File: src/rtl/spg_pkg.sv
// Shared types and constants for the stepper pulse generator.
`timescale 1ns / 1ps

package spg_pkg;

  localparam int TICK_W     = 20;
  localparam int POS_W      = 32;
  localparam int HIGH_W     = 10;
  localparam int RATE_W     = 20;
  localparam int CFG_IDX_W  = 2;
  localparam int CFG_DATA_W = 10;

  localparam logic [TICK_W-1:0] TICK_MAX       = '1;
  localparam logic [TICK_W-1:0] LOW_SHORT      = TICK_W'(2);
  localparam logic [HIGH_W-1:0] HIGH_RESET_VAL = HIGH_W'(5);

  typedef enum logic [1:0] {
    CMD_TICK     = 2'd0,
    CMD_MOVE_REL = 2'd1,
    CMD_MOVE_ABS = 2'd2,
    CMD_SET_HOME = 2'd3
  } cmd_t;

  typedef enum logic [CFG_IDX_W-1:0] {
    CFG_HIGH_TIME = 2'd0,
    CFG_MODE_ZERO = 2'd1,
    CFG_MODE_TWO  = 2'd2
  } cfg_idx_t;

  typedef enum logic [2:0] {
    PH_IDLE    = 3'd0,
    PH_RST_HI  = 3'd1,
    PH_RST_LO  = 3'd2,
    PH_DIR     = 3'd3,
    PH_STEP_HI = 3'd4,
    PH_STEP_LO = 3'd5
  } phase_t;

  typedef enum logic [3:0] {
    S_IDLE,
    S_DECODE,
    S_TICK,
    S_HOME,
    S_CHECK,
    S_DIV,
    S_SETUP,
    S_WB
  } ctl_state_t;

  typedef struct packed {
    logic [1:0]              command;
    logic signed [POS_W-1:0] distance;
    logic [RATE_W-1:0]       rate_hz;
  } in_item_t;

  typedef struct packed {
    logic                    step_clock;
    logic                    dir_level;
    logic                    driver_reset;
    logic                    busy_res;
    logic                    move_done;
    logic signed [POS_W-1:0] position;
  } out_item_t;

  // Commands from the controller to the datapath.
  typedef struct packed {
    logic latch;
    logic calc_delta;
    logic start_move;
    logic jump;
    logic div_step;
    logic setup;
    logic tick;
    logic home;
    logic load_out;
  } dp_ctl_t;

  // Status from the datapath to the controller.
  typedef struct packed {
    cmd_t cmd;
    logic busy;
    logic delta_zero;
    logic rate_zero;
    logic div_done;
  } dp_status_t;

endpackage

File: src/rtl/spg_ctrl.sv
// Controller state machine: item handshake and sequencing of datapath operations.
`timescale 1ns / 1ps

module spg_ctrl (
  input  logic                clk,
  input  logic                rst_n,
  input  logic                in_valid,
  output logic                in_stall,
  output logic                out_valid,
  input  logic                out_stall,
  input  spg_pkg::dp_status_t status,
  output spg_pkg::dp_ctl_t    ctl
);
  import spg_pkg::*;

  ctl_state_t state_r, state_nxt;
  logic       out_valid_r, out_valid_nxt;
  logic       out_free;

  assign in_stall  = (state_r != S_IDLE);
  assign out_valid = out_valid_r;
  assign out_free  = !out_valid_r || !out_stall;

  always_comb begin
    state_nxt = state_r;
    case (state_r)
      S_IDLE: begin
        if (in_valid) state_nxt = S_DECODE;
      end
      S_DECODE: begin
        if (status.cmd == CMD_TICK)          state_nxt = S_TICK;
        else if (status.busy)                state_nxt = S_WB;
        else if (status.cmd == CMD_SET_HOME) state_nxt = S_HOME;
        else                                 state_nxt = S_CHECK;
      end
      S_TICK:  state_nxt = S_WB;
      S_HOME:  state_nxt = S_WB;
      S_CHECK: begin
        if (status.delta_zero || status.rate_zero) state_nxt = S_WB;
        else                                       state_nxt = S_DIV;
      end
      S_DIV: begin
        if (status.div_done) state_nxt = S_SETUP;
      end
      S_SETUP: state_nxt = S_WB;
      S_WB: begin
        if (out_free) state_nxt = S_IDLE;
      end
      default: state_nxt = S_IDLE;
    endcase
  end

  always_comb begin
    ctl = '0;
    case (state_r)
      S_IDLE:   ctl.latch      = in_valid;
      S_DECODE: ctl.calc_delta = 1'b1;
      S_TICK:   ctl.tick       = 1'b1;
      S_HOME:   ctl.home       = 1'b1;
      S_CHECK: begin
        ctl.jump       = !status.delta_zero && status.rate_zero;
        ctl.start_move = !status.delta_zero && !status.rate_zero;
      end
      S_DIV:    ctl.div_step   = !status.div_done;
      S_SETUP:  ctl.setup      = 1'b1;
      S_WB:     ctl.load_out   = out_free;
      default:  ctl = '0;
    endcase
  end

  always_comb begin
    out_valid_nxt = out_valid_r;
    if (out_valid_r && !out_stall) out_valid_nxt = 1'b0;
    if (ctl.load_out)              out_valid_nxt = 1'b1;
  end

  always_ff @(posedge clk) begin
    if (!rst_n) begin
      state_r     <= S_IDLE;
      out_valid_r <= 1'b0;
    end else begin
      state_r     <= state_nxt;
      out_valid_r <= out_valid_nxt;
    end
  end

endmodule

File: src/rtl/spg_datapath.sv
// Datapath: move sequencer state, position, period divider and result register.
`timescale 1ns / 1ps

module spg_datapath #(
  parameter int TICKS_PER_SECOND  = 1000000,
  parameter int RESET_PHASE_TICKS = 5,
  parameter int DIR_SETUP_TICKS   = 20
) (
  input  logic                                clk,
  input  logic                                rst_n,
  input  spg_pkg::in_item_t                   in_data,
  input  logic                                cfg_we,
  input  logic [spg_pkg::CFG_IDX_W-1:0]       cfg_index,
  input  logic [spg_pkg::CFG_DATA_W-1:0]      cfg_wdata,
  input  spg_pkg::dp_ctl_t                    ctl,
  output spg_pkg::dp_status_t                 status,
  output spg_pkg::out_item_t                  out_data
);
  import spg_pkg::*;

  localparam int QW = $clog2(TICKS_PER_SECOND + 1);
  localparam int CW = $clog2(QW + 1);
  localparam int LW = (QW > TICK_W) ? QW : TICK_W;

  localparam logic [QW-1:0]     DIVIDEND  = QW'(TICKS_PER_SECOND);
  localparam logic [TICK_W-1:0] RST_TICKS = TICK_W'(RESET_PHASE_TICKS);
  localparam logic [TICK_W-1:0] DIR_TICKS = TICK_W'(DIR_SETUP_TICKS);

  in_item_t           item_r;
  logic [POS_W-1:0]   delta_r, delta_nxt;
  logic               done_r, done_nxt;
  phase_t             phase_r, phase_nxt;
  logic [TICK_W-1:0]  ticks_r, ticks_nxt;
  logic [POS_W-1:0]   steps_r, steps_nxt;
  logic [TICK_W-1:0]  low_r, low_nxt;
  logic [POS_W-1:0]   amount_r, amount_nxt;
  logic               neg_r, neg_nxt;
  logic [POS_W-1:0]   pos_r, pos_nxt;
  logic               dir_r, dir_nxt;
  logic [HIGH_W-1:0]  hi_r, hi_nxt;
  out_item_t          out_r;

  // Restoring divider for the step period.
  logic [QW-1:0]      dvd_r;
  logic [RATE_W:0]    rem_r;
  logic [QW-1:0]      quo_r;
  logic [RATE_W-1:0]  divisor_r;
  logic [CW-1:0]      cnt_r;
  logic [RATE_W:0]    rem_sh;
  logic               rem_ge;

  logic [TICK_W-1:0]  hi_now;
  logic [QW-1:0]      hi_ext;
  logic [LW-1:0]      diff_ext;

  assign hi_now   = (hi_r == '0) ? TICK_W'(1) : TICK_W'(hi_r);
  assign hi_ext   = QW'(hi_r == '0 ? HIGH_W'(1) : hi_r);
  assign diff_ext = LW'(quo_r - hi_ext);

  assign rem_sh = {rem_r[RATE_W-1:0], dvd_r[QW-1]};
  assign rem_ge = (rem_sh >= {1'b0, divisor_r});

  assign status.cmd        = cmd_t'(item_r.command);
  assign status.busy       = (phase_r != PH_IDLE);
  assign status.delta_zero = (delta_r == '0);
  assign status.rate_zero  = (item_r.rate_hz == '0);
  assign status.div_done   = (cnt_r == '0);

  assign out_data = out_r;

  always_comb begin
    delta_nxt  = delta_r;
    done_nxt   = done_r;
    phase_nxt  = phase_r;
    ticks_nxt  = ticks_r;
    steps_nxt  = steps_r;
    low_nxt    = low_r;
    amount_nxt = amount_r;
    neg_nxt    = neg_r;
    pos_nxt    = pos_r;
    dir_nxt    = dir_r;
    hi_nxt     = hi_r;

    if (cfg_we) begin
      case (cfg_index)
        CFG_HIGH_TIME: hi_nxt = cfg_wdata[HIGH_W-1:0];
        // The mode select lines do not influence any result of this block.
        CFG_MODE_ZERO, CFG_MODE_TWO: ;
        default: ;
      endcase
    end

    if (ctl.latch) done_nxt = 1'b0;

    if (ctl.calc_delta) begin
      if (item_r.command == CMD_MOVE_ABS) delta_nxt = item_r.distance - pos_r;
      else                                delta_nxt = item_r.distance;
    end

    if (ctl.jump) begin
      pos_nxt  = pos_r + delta_r;
      done_nxt = 1'b1;
    end

    if (ctl.start_move) begin
      neg_nxt    = delta_r[POS_W-1];
      amount_nxt = delta_r[POS_W-1] ? (POS_W'(0) - delta_r) : delta_r;
      steps_nxt  = amount_nxt;
    end

    if (ctl.setup) begin
      if (quo_r > hi_ext) begin
        if (diff_ext > LW'(TICK_MAX)) low_nxt = TICK_MAX;
        else                          low_nxt = diff_ext[TICK_W-1:0];
      end else begin
        low_nxt = LOW_SHORT;
      end
      phase_nxt = PH_RST_HI;
      ticks_nxt = RST_TICKS;
    end

    if (ctl.home) pos_nxt = '0;

    if (ctl.tick && phase_r != PH_IDLE) begin
      if (ticks_r > TICK_W'(1)) begin
        ticks_nxt = ticks_r - TICK_W'(1);
      end else begin
        case (phase_r)
          PH_RST_HI: begin
            phase_nxt = PH_RST_LO;
            ticks_nxt = RST_TICKS;
          end
          PH_RST_LO: begin
            phase_nxt = PH_DIR;
            dir_nxt   = neg_r;
            ticks_nxt = DIR_TICKS;
          end
          PH_DIR: begin
            phase_nxt = PH_STEP_HI;
            ticks_nxt = hi_now;
          end
          PH_STEP_HI: begin
            phase_nxt = PH_STEP_LO;
            ticks_nxt = low_r;
          end
          default: begin
            steps_nxt = steps_r - POS_W'(1);
            if (steps_r != POS_W'(1)) begin
              phase_nxt = PH_STEP_HI;
              ticks_nxt = hi_now;
            end else begin
              phase_nxt = PH_IDLE;
              ticks_nxt = '0;
              pos_nxt   = neg_r ? (pos_r - amount_r) : (pos_r + amount_r);
              done_nxt  = 1'b1;
            end
          end
        endcase
      end
    end
  end

  always_ff @(posedge clk) begin
    if (!rst_n) begin
      done_r   <= 1'b0;
      phase_r  <= PH_IDLE;
      ticks_r  <= '0;
      steps_r  <= '0;
      low_r    <= '0;
      amount_r <= '0;
      neg_r    <= 1'b0;
      pos_r    <= '0;
      dir_r    <= 1'b0;
      hi_r     <= HIGH_RESET_VAL;
      cnt_r    <= '0;
    end else begin
      done_r   <= done_nxt;
      phase_r  <= phase_nxt;
      ticks_r  <= ticks_nxt;
      steps_r  <= steps_nxt;
      low_r    <= low_nxt;
      amount_r <= amount_nxt;
      neg_r    <= neg_nxt;
      pos_r    <= pos_nxt;
      dir_r    <= dir_nxt;
      hi_r     <= hi_nxt;
      if (ctl.start_move)    cnt_r <= CW'(QW);
      else if (ctl.div_step) cnt_r <= cnt_r - CW'(1);
    end
  end

  always_ff @(posedge clk) begin
    if (ctl.latch) item_r <= in_data;
    delta_r <= delta_nxt;
    if (ctl.start_move) begin
      dvd_r     <= DIVIDEND;
      rem_r     <= '0;
      quo_r     <= '0;
      divisor_r <= item_r.rate_hz;
    end else if (ctl.div_step) begin
      dvd_r <= {dvd_r[QW-2:0], 1'b0};
      rem_r <= rem_ge ? (rem_sh - {1'b0, divisor_r}) : rem_sh;
      quo_r <= {quo_r[QW-2:0], rem_ge};
    end
    if (ctl.load_out) begin
      out_r.step_clock   <= (phase_r == PH_STEP_HI);
      out_r.dir_level    <= dir_r;
      out_r.driver_reset <= (phase_r == PH_RST_HI);
      out_r.busy_res     <= (phase_r != PH_IDLE);
      out_r.move_done    <= done_r;
      out_r.position     <= pos_r;
    end
  end

endmodule

File: src/rtl/stepper_pulse_generator_with_position.sv
// Top level of the stepper step/direction pulse generator with position tracking.
// Items are accepted one at a time; move and set-home commands that arrive while a move runs
// are ignored. A move start also runs the period divider, one quotient bit per cycle, with QW
// the bit width of TICKS_PER_SECOND. A stalled result holds the next item off.
// Synchronous active-low reset idles the sequencer, clears the position, sets high time to 5.
`timescale 1ns / 1ps

module stepper_pulse_generator_with_position #(
  parameter int TICKS_PER_SECOND  = 1000000,
  parameter int RESET_PHASE_TICKS = 5,
  parameter int DIR_SETUP_TICKS   = 20
) (
  input  logic                           clk,
  input  logic                           rst_n,
  input  logic                           in_valid,
  output logic                           in_stall,
  input  spg_pkg::in_item_t              in_data,
  output logic                           out_valid,
  input  logic                           out_stall,
  output spg_pkg::out_item_t             out_data,
  input  logic                           cfg_we,
  input  logic [spg_pkg::CFG_IDX_W-1:0]  cfg_index,
  input  logic [spg_pkg::CFG_DATA_W-1:0] cfg_wdata
);
  import spg_pkg::*;

  dp_ctl_t    ctl;
  dp_status_t status;

  spg_ctrl u_ctrl (
    .clk       (clk),
    .rst_n     (rst_n),
    .in_valid  (in_valid),
    .in_stall  (in_stall),
    .out_valid (out_valid),
    .out_stall (out_stall),
    .status    (status),
    .ctl       (ctl)
  );

  spg_datapath #(
    .TICKS_PER_SECOND  (TICKS_PER_SECOND),
    .RESET_PHASE_TICKS (RESET_PHASE_TICKS),
    .DIR_SETUP_TICKS   (DIR_SETUP_TICKS)
  ) u_datapath (
    .clk       (clk),
    .rst_n     (rst_n),
    .in_data   (in_data),
    .cfg_we    (cfg_we),
    .cfg_index (cfg_index),
    .cfg_wdata (cfg_wdata),
    .ctl       (ctl),
    .status    (status),
    .out_data  (out_data)
  );

endmodule
File: config.mk
export PLATFORM = sky130hd
export DESIGN_NAME = stepper_pulse_generator_with_position
export DESIGN_NICKNAME = d
export VERILOG_FILES = /design/src/rtl/spg_pkg.sv /design/src/rtl/spg_ctrl.sv /design/src/rtl/spg_datapath.sv /design/src/rtl/stepper_pulse_generator_with_position.sv
export SDC_FILE = /design/constraint.sdc
export NUM_CORES = 1
export LEC_CHECK = 0
export BUFFER_PORTS_ARGS = -buffer_cell sky130_fd_sc_hd__buf_2
export CAP_MARGIN = 20
export CORE_MARGIN = 4
export CORE_UTILIZATION = 60
export CTS_CLUSTER_DIAMETER = 200
export CTS_CLUSTER_SIZE = 14
export DETAILED_ROUTE_END_ITERATION = 6
export GPL_ROUTABILITY_DRIVEN = 1
export PLACE_DENSITY = 0.82
export SLEW_MARGIN = 20
export SYNTH_ARGS = -nofsm -noshare
export SYNTH_HDL_FRONTEND = slang
export SYNTH_HIERARCHICAL = 1
export SYNTH_SLANG_ARGS = --single-unit
File: constraint.sdc
create_clock -name clk -period 7.2 [get_ports clk]
set_input_delay 0.72 -clock clk [delete_from_list [all_inputs] [get_ports clk]]
set_output_delay 0.72 -clock clk [all_outputs]
set_load 0.01 [all_outputs]
## After elaboration in Yosys (flattened, before gate mapping)

Index checks and enable logic that the tools add are counted.

- Reductions and logical operators: 29
- $mul: 0
- Mux-type cells: 53
- Eq/ne operators: 17
- Divide/modulo/power cells: 0
- Bitwise logic cells: 2
- Add/subtract/negate cells: 10
- $lt $le $gt $ge: 4
- Shift-type cells: 0

Operator list:

| cell | number |
|---|---|
| two-way mux 32 bit | 13 |
| two-way mux 20 bit | 7 |
| one-hot mux 20 bit (4 select lines) | 1 |
| adder 32 bit | 2 |
| subtractor 32 bit | 2 |
| subtractor 20 bit | 2 |
| zero test 32 bit | 1 |
| inequality test 32 x 1 -> 1 bit (second input constant) | 1 |
| subtractor 1 x 32 -> 32 bit (first input constant) | 1 |
| subtractor 32 x 1 -> 32 bit (second input constant) | 1 |
| one-hot mux 4 bit (6 select lines) | 1 |
| >= comparator 21 x 20 -> 1 bit | 1 |
| > comparator 20 x 1 -> 1 bit (second input constant) | 1 |
| > comparator 20 bit | 1 |
| > comparator 20 bit (second input constant) | 1 |
| zero test 20 bit | 1 |
| two-way mux 4 bit | 5 |
| subtractor 20 x 1 -> 20 bit (second input constant) | 1 |
| == test 4 x 3 -> 1 bit (second input constant) | 4 |
| two-way mux 1 bit | 15 |
| two-way mux 3 bit | 5 |
| one-hot mux 3 bit (4 select lines) | 1 |
| zero test 10 bit | 1 |
| two-way mux 10 bit | 1 |
| 26 further kinds | 45 |

- Memories: 0
- Memory bits (writable): 0
- ROM bits: 0
- Latch bits: 0
- Word-level logic and storage cells: 143
- Register bits after elaboration: 359

## Logic depth before layout (Yosys ltp)

- Depth after elaboration: 10
- Depth in mapped cells: 20
- Mapped depth without buffers: 20

## By module

Netlist, hierarchy kept.

Modules (own cells, without submodules):

| module | times used | sequential area each (um^2) | area an instance (um^2) | cells each |
|---|---|---|---|---|
| spg_datapath | 1 | 8,518.2 | 21,230.4 | 2,400 |
| spg_ctrl | 1 | 80.1 | 331.6 | 45 |

## Least setup slack after synthesis

No wires, ideal clock.

- Path kind: register -> register
- From: register u_datapath.delta_r[1]
- To: register u_datapath.steps_r[19]
- Data arrival time: 5,094 ps
- Library setup time: 86 ps
- Clock period less this slack: 5,180 ps
- Slack: 2,020 ps
- Stages on the path, launching flop included: 17
- Path buffers: 2
- Cells stage by stage: edfxtp_1 -> inv_1 -> ha_1 -> nand3b_1 -> or3_1 -> or2_1 -> or3_4 -> or3_4 -> or2_4 -> nor3b_1 -> nor4_1 -> clkbuf_1 -> clkinv_1 -> nor2_1 -> clkbuf_1 -> nor3_1 -> a211oi_1

RTL lines:

| what | RTL line | RTL |
|---|---|---|
| start, declared | spg_datapath.sv:30 | `logic [POS_W-1:0] delta_r, delta_nxt;` |
| start signal, assigned | spg_datapath.sv:194 | `delta_r <= delta_nxt;` |
| end signal, assigned | spg_datapath.sv:180 | `steps_r <= steps_nxt;` |
| end, declared | spg_datapath.sv:34 | `logic [POS_W-1:0] steps_r, steps_nxt;` |

==> report_table.html <==
<table>
<tr><th>Metric</th><th>Value</th></tr>
<tr><th colspan="2">Global route</th></tr>
<tr><td>Antenna violations before repair</td><td>0</td></tr>
<tr><td>Layer with the highest usage after global routing</td><td>met2</td></tr>
<tr><td>Global-route met3 utilization</td><td>3.04%</td></tr>
<tr><td>Global routing usage on met2</td><td>a little under half</td></tr>
<tr><td>Vias in the first global route</td><td>17600</td></tr>
<tr><td>Wire length of the first global-routing pass</td><td>around 87 mm</td></tr>
<tr><td>Met1 Usage GRT</td><td>35.2%</td></tr>
<tr><td>Aggregate global-route resource usage</td><td>26.7%</td></tr>
<tr><td>Maximum number of pins on one net before global-route repair</td><td>around 80</td></tr>
<tr><td>Global-route congestion overflow total</td><td>0</td></tr>
<tr><th colspan="2">CTS</th></tr>
<tr><td>Root Buffer</td><td>clkbuf_16</td></tr>
<tr><td>Clock slew at reported path FFs</td><td>70 ps</td></tr>
<tr><td>TritonCTS clock tree</td><td>done</td></tr>
<tr><td>Clk_lat worst skew</td><td>slightly below 600 ps</td></tr>
<tr><td>Number of buffers added by the clock tree synthesis step</td><td>29</td></tr>
<tr><td>Max Root-Sink Buffers</td><td>3</td></tr>
<tr><td>Post-CTS setup repair buffer count</td><td>0</td></tr>
<tr><td>Post-cts repair resize count</td><td>0</td></tr>
<tr><td>Clock sink count</td><td>around 360</td></tr>
<tr><td># hold bufs at CTS</td><td>0</td></tr>
<tr><td>H-tree lvl count</td><td>1</td></tr>
<tr><th colspan="2">Logic synthesis</th></tr>
<tr><td>Synth unique cells</td><td>81</td></tr>
<tr><td>Post-synthesis cell count</td><td>2445</td></tr>
<tr><td>Cell types with the largest area share after synthesis</td><td>dfxtp_1 (20%), edfxtp_1 (20%), ha_1 (7.7%)</td></tr>
<tr><td>Total number of yosys warnings</td><td>6</td></tr>
<tr><td>Predominant post-synthesis flop cell</td><td>dfxtp_1</td></tr>
<tr><td>Most frequent cells after synthesis</td><td>nor2_1 (257), nand2_1 (231), dfxtp_1 (215), a21oi_1 (189)</td></tr>
<tr><td>Cell taking the most area after synthesis</td><td>dfxtp_1</td></tr>
<tr><td>Top-area cell type share of the netlist area</td><td>roughly 20%</td></tr>
<tr><td>Post-synthesis sequential element count</td><td>358</td></tr>
<tr><td>Number of synthesized flops with an enable pin</td><td>between 100 and 150</td></tr>
<tr><td>Average instance area after synthesis</td><td>8.82 um2</td></tr>
<tr><td>Mapped cell area</td><td>21600 um2</td></tr>
<tr><td>Share of async-settable or async-resettable flops after synthesis</td><td>0%</td></tr>
<tr><td>Seq/Total Area, Yosys</td><td>39.9%</td></tr>
<tr><td>Nets in the synthesized netlist</td><td>2653</td></tr>
<tr><td>Leading cell type by number of instances after synthesis</td><td>nor2_1</td></tr>
<tr><th colspan="2">Min path</th></tr>
<tr><td>Worst min-delay path startpoint</td><td>in_data[32]</td></tr>
<tr><td>End point of the most critical hold path</td><td>u_datapath/item_r[32]</td></tr>
<tr><td>HP Class</td><td>input pin to flop</td></tr>
<tr><td>Number of cells traversed by the worst hold path</td><td>1</td></tr>
<tr><th colspan="2">Routing</th></tr>
<tr><td>DRT Pass-1 Iters</td><td>6</td></tr>
<tr><td>Remaining number of nets flagged by the antenna check after routing</td><td>0</td></tr>
<tr><td>Initial detailed-routing violation count</td><td>1279</td></tr>
<tr><td>Via/cell ratio</td><td>roughly 6</td></tr>
<tr><td>Vias post-DR</td><td>18300</td></tr>
<tr><td>DRC violations left</td><td>0</td></tr>
<tr><td>Routed length per placed instance</td><td>~18 um</td></tr>
<tr><td>Total Wirelength</td><td>53.9 mm</td></tr>
<tr><th colspan="2">Timing</th></tr>
<tr><td>Highest clock frequency the design can meet</td><td>0.187 GHz</td></tr>
<tr><td>Transition at the pin with the smallest max-transition slack</td><td>a little under 1000 ps</td></tr>
<tr><td>Setup skew after layout</td><td>roughly 14 ps</td></tr>
<tr><td>Unrepaired setup endpoints after global routing</td><td>false</td></tr>
<tr><td># setup viols final</td><td>0</td></tr>
<tr><td>Final-report hold violation count</td><td>0</td></tr>
<tr><td>Slew Limit Headroom</td><td>33.6%</td></tr>
<tr><td>Shortest period the worst path allows</td><td>about 5400 ps</td></tr>
<tr><td>Aggregate negative setup slack</td><td>0 ps</td></tr>
<tr><td>Fin. max-slew vios</td><td>0</td></tr>
<tr><td>Share of the clock period used by the worst path</td><td>between 70% and 80%</td></tr>
<tr><th colspan="2">Cells and area</th></tr>
<tr><td>Antenna diode count</td><td>0</td></tr>
<tr><td>Layout cells sized above 1</td><td>about 8%</td></tr>
<tr><td>Area growth from synthesis to layout</td><td>8.18%</td></tr>
<tr><td>Final Net Count</td><td>2717</td></tr>
<tr><td>Layout Utilization</td><td>65.7%</td></tr>
<tr><td>Area used by multi-input combinational logic</td><td>~12000 um2</td></tr>
<tr><td>Final non-filler cell total</td><td>2986</td></tr>
<tr><td>Area taken by flip-flops and latches</td><td>8600 um2</td></tr>
<tr><td>Number of filler instances in the final layout</td><td>2891</td></tr>
<tr><th colspan="2">Critical path</th></tr>
<tr><td>Crit start category</td><td>flop</td></tr>
<tr><td>R2R depth</td><td>14</td></tr>
<tr><td>Data required, critical path</td><td>7710 ps</td></tr>
<tr><td>R2r setup slk</td><td>1840 ps</td></tr>
<tr><td>Cell with the largest stage delay on the worst path</td><td>nor2_1</td></tr>
<tr><td>R2r startpoint</td><td>u_datapath/delta_r[10]</td></tr>
<tr><td>Largest fanout of any net on the critical path</td><td>73</td></tr>
<tr><td>Critical path capture point type</td><td>flop</td></tr>
<tr><td>List of cells traversed by the critical path</td><td>or4_4 &gt; or3_1 &gt; or3_1 &gt; or2_1 &gt; or3_4 &gt; or3_4 &gt; or2_4 &gt; nor3b_1 &gt; nor4_2 &gt; buf_4 &gt; nor2_1 &gt; o21ai_0 &gt; o221a_2 &gt; nor2_1</td></tr>
<tr><td>Crit Reg-Reg Endpoint</td><td>u_datapath/steps_r[10]</td></tr>
<tr><td>Delay of the slowest cell on the worst path</td><td>830 ps</td></tr>
<tr><td>Crit path DAT</td><td>approximately 5900 ps</td></tr>
<tr><td>Startpoint-to-endpoint class of the critical path</td><td>flop to flop</td></tr>
<tr><th colspan="2">Place</th></tr>
<tr><td>Hpwl dp</td><td>39.5 mm</td></tr>
<tr><td>Total instance count after detailed placement</td><td>2939</td></tr>
<tr><td>GP Congestion</td><td>roughly 0.96</td></tr>
<tr><td>Total of buffers placed on input and output ports</td><td>between 100 and 150</td></tr>
<tr><th colspan="2">Pwr</th></tr>
<tr><td>Peak VDD IR</td><td>0.261 mV</td></tr>
<tr><td>Cell leakage power</td><td>9.19 nW</td></tr>
<tr><td>PD cells</td><td>317 nW/um2</td></tr>
<tr><th colspan="2">Die</th></tr>
<tr><td>Die area</td><td>~39000 um2</td></tr>
<tr><td>I/O pins</td><td>110</td></tr>
<tr><td>Die Width</td><td>198 um</td></tr>
<tr><td>Initial core utilization</td><td>about three fifths</td></tr>
<tr><td>Core footprint</td><td>35500 um2</td></tr>
<tr><td>Standard-cell row count</td><td>just under 70</td></tr>
<tr><td>Overall die height</td><td>198 um</td></tr>
<tr><th colspan="2">Job</th></tr>
<tr><td>Total of max-cap violations</td><td>0</td></tr>
<tr><th colspan="2">Outcome</th></tr>
<tr><td>Run status</td><td>complete, no violations</td></tr>
</table>
-- report_power, final --
part	internal (mW)	switching, mW
clock	0.744	0.726
combinational	1.27	1.88
sequential	2.46	0.306
total	4.47	2.92
-- per-stage QoR --
step	total power, mW	worst slack, ps	instance area (um2)	hold WS (ps)
after global placement	5.77	1940	22500	435
final	7.39	1840	23300	310
after detailed placement	5.88	1880	22500	437
after global routing	7.87	1560	23300	294
after CTS	7.36	1860	23300	283
after floorplan	5.17	2020	21600	408
-- cell type report --
type	instances	share of cell area [%]
clock buffers	45	3.37
clock inverters	2	0.0751
inverters	122	1.97
multi-input cells	1868	52.2
flip-flops and latches	358	36.9
well taps	461	2.47
repair buffers	130	3.01
-- how the worst max path moves through the flow --
stage,depth (start not counted),startpoint,end,slack [ps]
2_1_floorplan,16,u_datapath/delta_r[1],u_datapath/steps_r[19],2020
3_3_place_gp,14,u_datapath/delta_r[8],u_datapath/steps_r[26],1940
3_5_place_dp,15,u_datapath/delta_r[8],u_datapath/steps_r[21],1880
4_1_cts,15,u_datapath/delta_r[8],u_datapath/steps_r[21],1860
5_1_grt,14,u_datapath/delta_r[8],u_datapath/steps_r[10],1560
6_report,14,u_datapath/delta_r[10],u_datapath/steps_r[10],1840
-- logic make-up after synthesis --
logic type      count (synthesis)  share of synthesized area, %
compound gates                683                          20.4
flops                         358                          39.9
simple gates                  797                          17.2
xor+xnor                      189                          7.68
fa+ha+maj                     138                          8.18
buf+inv                       219                          3.90
mux                            61                          2.84
-- sequential cells by signal (all words and copies together) (netlist names), 20 cells and up --
signal / count
u_datapath/item_r: 52
u_datapath/out_data: 37
u_datapath/amount_r: 32
u_datapath/delta_r: 32
u_datapath/pos_r: 32
u_datapath/steps_r: 32
u_datapath/divisor_r: 20
u_datapath/low_r: 20
u_datapath/quo_r: 20
u_datapath/rem_r: 20
u_datapath/ticks_r: 20
-- metal layers --
layer	vias to the layer above	part of all wire [%]
met5	-	0
met4	0	3.1
met3	96	6.2
met2	662	48
met1	8543	43
li1	8983	-
-- cells in the final DEF (no fill, tap or decap), drive strengths merged, types with 7 or more instances in the layout --
master / instances
o22ai: 16
a31oi: 40
or4: 13
nand2b: 27
o21ai: 144
a21boi: 7
nand3: 34
a311oi: 21
and3: 10
o211ai: 14
clkbuf: 45
dfxtp: 215
a221oi: 10
o21bai: 8
inv: 120
a21oi: 189
or2: 9
a211oi: 62
edfxtp: 143
xor2: 70
o31a: 7
o21a: 21
or3: 29
mux2i: 59
nand3b: 7
buf: 130
nor2: 258
and2: 19
ha: 132
nand2: 231
nand4: 17
nor3: 77
o31ai: 22
nor2b: 23
xnor2: 119
nor4: 28
a21o: 63
-- critical path, delay by kind of cell (launching register included) --
kind | cells | cell delay [ps]
compound gates | 2 | 380
buf+inv | 1 | 370
flops | 1 | 450
simple gates | 11 | 4030
Power figures use the tool's default switching activity.
